$ cat config.mk
export PLATFORM = sky130hd
export DESIGN_NAME = umpq_cell
export DESIGN_NICKNAME = d
export VERILOG_FILES = /design/src/sv/umpq_pkg.sv /design/src/sv/umpq_cell.sv
export SDC_FILE = /design/constraint.sdc
export NUM_CORES = 1
export LEC_CHECK = 0
export BUFFER_PORTS_ARGS = -buffer_cell sky130_fd_sc_hd__buf_4
export CORE_MARGIN = 2
export CORE_UTILIZATION = 36
export DETAILED_ROUTE_END_ITERATION = 8
export PLACE_DENSITY = 0.71
export SYNTH_ARGS = -nofsm -noshare
export SYNTH_HDL_FRONTEND = slang
export SYNTH_SLANG_ARGS = --single-unit
$ cat constraint.sdc
create_clock -name aclk -period 3.4 [get_ports aclk]
set_input_delay 0.85 -clock aclk [delete_from_list [all_inputs] [get_ports aclk]]
set_output_delay 0.85 -clock aclk [all_outputs]
set_load 0.005 [all_outputs]
$ cat src/sv/umpq_pkg.sv
`timescale 1ns / 1ps
// -----------------------------------------------------------------------------
// Task queue package
// Command and status codes and the control word of the cell chain.
// -----------------------------------------------------------------------------
package umpq_pkg;

    typedef enum logic [1:0] {
        CMD_ADD     = 2'd0,
        CMD_EDIT    = 2'd1,
        CMD_REMOVE  = 2'd2,
        CMD_EXECUTE = 2'd3
    } cmd_t;

    typedef enum logic [1:0] {
        STATUS_OK       = 2'd0,
        STATUS_EMPTY    = 2'd1,
        STATUS_CONFLICT = 2'd2,
        STATUS_MISSING  = 2'd3
    } status_t;

    typedef enum logic [1:0] {
        CELL_HOLD   = 2'd0,
        CELL_INSERT = 2'd1,
        CELL_REMOVE = 2'd2,
        CELL_SHIFT  = 2'd3
    } cell_op_t;

    typedef struct packed {
        cell_op_t op;
        logic     lookup;
    } cell_ctrl_t;

endpackage

$ cat src/sv/umpq_cell.sv
`timescale 1ns / 1ps
// -----------------------------------------------------------------------------
// Task queue cell
// One slot of the sorted chain; trades its entry with its neighbors.
// -----------------------------------------------------------------------------
module umpq_cell #(
    parameter int TASK_ID_BITS  = 16,
    parameter int USER_BITS     = 16,
    parameter int PRIORITY_BITS = 30
) (
    input  logic                     aclk,
    input  logic                     aresetn,
    input  umpq_pkg::cell_ctrl_t     ctrl,
    input  logic [PRIORITY_BITS-1:0] b_prio,
    input  logic [TASK_ID_BITS-1:0]  b_task,
    input  logic [USER_BITS-1:0]     b_user,
    input  logic                     prev_gt,
    input  logic                     prev_valid,
    input  logic [PRIORITY_BITS-1:0] prev_prio,
    input  logic [TASK_ID_BITS-1:0]  prev_task,
    input  logic [USER_BITS-1:0]     prev_user,
    input  logic                     next_valid,
    input  logic [PRIORITY_BITS-1:0] next_prio,
    input  logic [TASK_ID_BITS-1:0]  next_task,
    input  logic [USER_BITS-1:0]     next_user,
    output logic                     valid,
    output logic [PRIORITY_BITS-1:0] prio,
    output logic [TASK_ID_BITS-1:0]  task_id,
    output logic [USER_BITS-1:0]     user,
    output logic                     gt,
    output logic                     match
);
    import umpq_pkg::*;

    logic                     valid_reg, valid_next;
    logic [PRIORITY_BITS-1:0] prio_reg, prio_next;
    logic [TASK_ID_BITS-1:0]  task_reg, task_next;
    logic [USER_BITS-1:0]     user_reg, user_next;
    logic                     match_reg;

    // An empty cell ranks below every key.
    assign gt = valid_reg && ({prio_reg, task_reg} > {b_prio, b_task});

    always_comb begin
        valid_next = valid_reg;
        prio_next  = prio_reg;
        task_next  = task_reg;
        user_next  = user_reg;
        case (ctrl.op)
            CELL_INSERT: begin
                if (!gt) begin
                    if (prev_gt) begin
                        valid_next = 1'b1;
                        prio_next  = b_prio;
                        task_next  = b_task;
                        user_next  = b_user;
                    end else begin
                        valid_next = prev_valid;
                        prio_next  = prev_prio;
                        task_next  = prev_task;
                        user_next  = prev_user;
                    end
                end
            end
            CELL_REMOVE, CELL_SHIFT: begin
                if (ctrl.op == CELL_SHIFT || !gt) begin
                    valid_next = next_valid;
                    prio_next  = next_prio;
                    task_next  = next_task;
                    user_next  = next_user;
                end
            end
            default: begin
            end
        endcase
    end

    always_ff @(posedge aclk) begin
        if (!aresetn) begin
            valid_reg <= 1'b0;
        end else begin
            valid_reg <= valid_next;
        end
        prio_reg <= prio_next;
        task_reg <= task_next;
        user_reg <= user_next;
        if (ctrl.lookup) begin
            match_reg <= valid_reg && (task_reg == b_task);
        end
    end

    assign valid   = valid_reg;
    assign prio    = prio_reg;
    assign task_id = task_reg;
    assign user    = user_reg;
    assign match   = match_reg;

endmodule

==> impl_metrics.csv <==
group,metric,value,unit
logic_synthesis,synth_common_cells,"nand2_1, o21ai_0, edfxtp_1",
finish,antenna_cells,0,
logic_synthesis,synthFlopType,"edfxtp_1",
grt,grt-ovfl-total,0,
finish,stdcell_count,858,
timing,relSlewSlack,0.2804,
logic_synthesis,synthArstFlopShare,0,
grt,globalRouteTotalUtil,0.1976,
finish,syn2layout_area_growth,61.53,%
logic_synthesis,yosys_register_bits,64,
detailed_routing,wl_per_cell,15.72,um
detailed_routing,drc,0,
grt,grt_max_degree,72,
place,dpl.hpwl,10460,um
detailed_routing,first_pass_iters,4,
setup_path,crit_path_end_kind,"output port",
power_and_ir_drop,p_leak,3.492,nW
min_path,hold_depth,1,
logic_synthesis,yosys-top-cells-area,"edfxtp_1, mux2i_1, ha_1, o21ai_0, nand2_1",
detailed_routing,drtIter0Drc,117,
floorplanning,die_area,13220,um^2
logic_synthesis,synth_edf_count,63,
timing,drv_slew,0,
logic_synthesis,yosysWarningCount,0,
detailed_routing,wl_met2,6912,um
timing,fin_tns_setup,0,ps
setup_path,worst_setup_path_start_kind,"input pin",
detailed_routing,vias_per_cell,4.908,
floorplanning,num_rows,40,
finish,final_util,0.5961,
power_and_ir_drop,powerDensity,378.2,nW/um^2
timing,period_minus_slack,3343,ps
clocking,cts_tree,"built",
timing,finClkSkew,7.223,ps
timing,fin_crit_sh,0.9834,
detailed_routing,routed.top_layer,"met4",
power_and_ir_drop,p_total,0.002708,W
clocking,cts.sinks,64,
floorplanning,dieWidth,115.0,um
logic_synthesis,yosysMostFrequentCell,"nand2_1",
timing,hold_viol,0,
setup_path,worstSetupPathType,"in -> out",
clocking,cts_buffer_depth,2,
clocking,ctsHoldBuffers,0,
logic_synthesis,synth_top_cell_by_area,"edfxtp_1",
detailed_routing,ant_nets,0,
logic_synthesis,yosysSeqAreaShare,0.4313,
grt,antenna_found_initial,0,
logic_synthesis,synth_cell_types,36,
timing,setup_viol,0,
finish,drive_above_1_share,0.4669,
detailed_routing,drt_wl_total,13490,um
timing,worstMarginPinSlew,1079,ps
setup_path,worstRegToRegCells,11,
clocking,path_clk_slew,60,ps
setup_path,cp_max_fo,3,
finish,nets,946,
detailed_routing,vias,4211,
clocking,htree_num_levels,3,
clocking,clock_latency,330,ps
floorplanning,ios,259,
setup_path,cp.arrival,2490,ps
clocking,cts_buffers,9,
logic_synthesis,synthesis.nets,687,
floorplanning,coreArea,12010,um^2
logic_synthesis,syn_avg_cell_area,9.917,um^2
power_and_ir_drop,peakVddDrop,0.0002330,V
place,placedCellCount,839,
status,status,"finished, final reports clean",
floorplanning,initial_core_util,0.3691,
detailed_routing,wl_met1,5390,um
place,gp_congestion,0.8253,
detailed_routing,wl_met3,932,um
grt,grt_pass1_wl,20350,um
logic_synthesis,synth_area,4433,um^2
min_path,hp-class,"reg -> reg",
logic_synthesis,synth_cells,447,
timing,fmax,299.1,MHz
finish,largest_register_ffs,30,
floorplanning,die_height,115.0,um
grt,grt_pass1_vias,4260,
run,maxCapViolCount,0,
timing,rsz0062_at_grt,"yes",
logic_synthesis,synth_top_area_frac,0.4268,
setup_path,required,2550,ps
clocking,cts-root-buf,"clkbuf_16",
place,numPortBuffers,258,
stage by stage:
stage               setup slack, ps  hold WS (ps)  area, um^2
floorplan                     143.7         595.5        4436
global placement             -106.9         679.9        6555
detailed placement           -128.6         690.6        6555
CTS                           1.198         707.4        7074
global route                 -57.64         709.3        7161
finish                        56.58         702.6        7161
path summary, 6_finish.rpt:
kind	to	from	slack (ps)
max	gt	b_prio[14]	60
min	match$_DFFE_PP_	valid$_SDFFE_PN0P_	700
max reg2reg	prio[5]$_DFFE_PP_	task_id[11]$_DFFE_PP_	660
min reg2reg	match$_DFFE_PP_	valid$_SDFFE_PN0P_	700
cell type report:
cell class                      count  area [um^2]
Fill cell                        1026         4851
Multi-Input combinational cell    313         2536
Timing Repair Buffer              269         2052
Sequential cell                    64         1912
Clock buffer                        9        225.2
Inverter                           49        188.9
Tap cell                          147        183.9
Clock inverter                      7        62.56
repair_timing:
action	in CTS	in global routing
setup endpoints to repair	1	1
pin swaps	21	11
buffers inserted	3	0
gates resized for setup	37	13
worst max-delay path, cell delays in order:
cell and delay, ps:
buf_4 120, inv_2 70, ha_4 210, nand4_4 110
nor4_4 60, a221o_1 320, o31a_1 280, o31ai_4 280
inv_1 80, buf_6 120
cell families after synthesis:
logic type                 count (synthesis)  synth area share
muxes                                     62            0.1400
buffers and inverters                     70           0.06097
DFF                                       64            0.4313
adders and majority gates                 47            0.1324
AOI/OAI and AO/OA                        103            0.1281
and+or+nand+nor                          101            0.1073
where the power goes:
part | switching (W) | internal [W] | total (W)
Clock | 0.000333 | 0.000559 | 0.000892
Combinational | 0.000341 | 0.000438 | 0.000779
Sequential | 0.0000550 | 0.000982 | 0.00104
placed cells by master, fill, tap and decap left out, drive strengths merged:
cell type	instances
nand3	5
inv	49
a221o	1
o311ai	1
nand3b	1
o31ai	2
o31a	1
a221oi	1
edfxtp	63
nand2b	2
nor2	1
maj3	1
bufinv	1
a21o	3
nor3	3
o21ai	68
buf	269
and4	2
clkinv	4
a211oi	1
and3	2
clkinvlp	2
nand2	77
dfxtp	1
mux2i	62
nor4	2
a21boi	1
nand4	5
clkbuf	9
ha	46
a21oi	21
o21a	2
or4b	1
o211ai	1
layer usage:
| metal | vias up | global-route usage |
|---|---|---|
| met2 | 164 | 0.3678 |
| met4 | 0 | 0.06908 |
| li1 | 2120 | - |
| met5 | - | 0 |
| met1 | 1909 | 0.2208 |
| met3 | 18 | 0.04428 |
No activity file was read; power rests on OpenSTA's default activity.
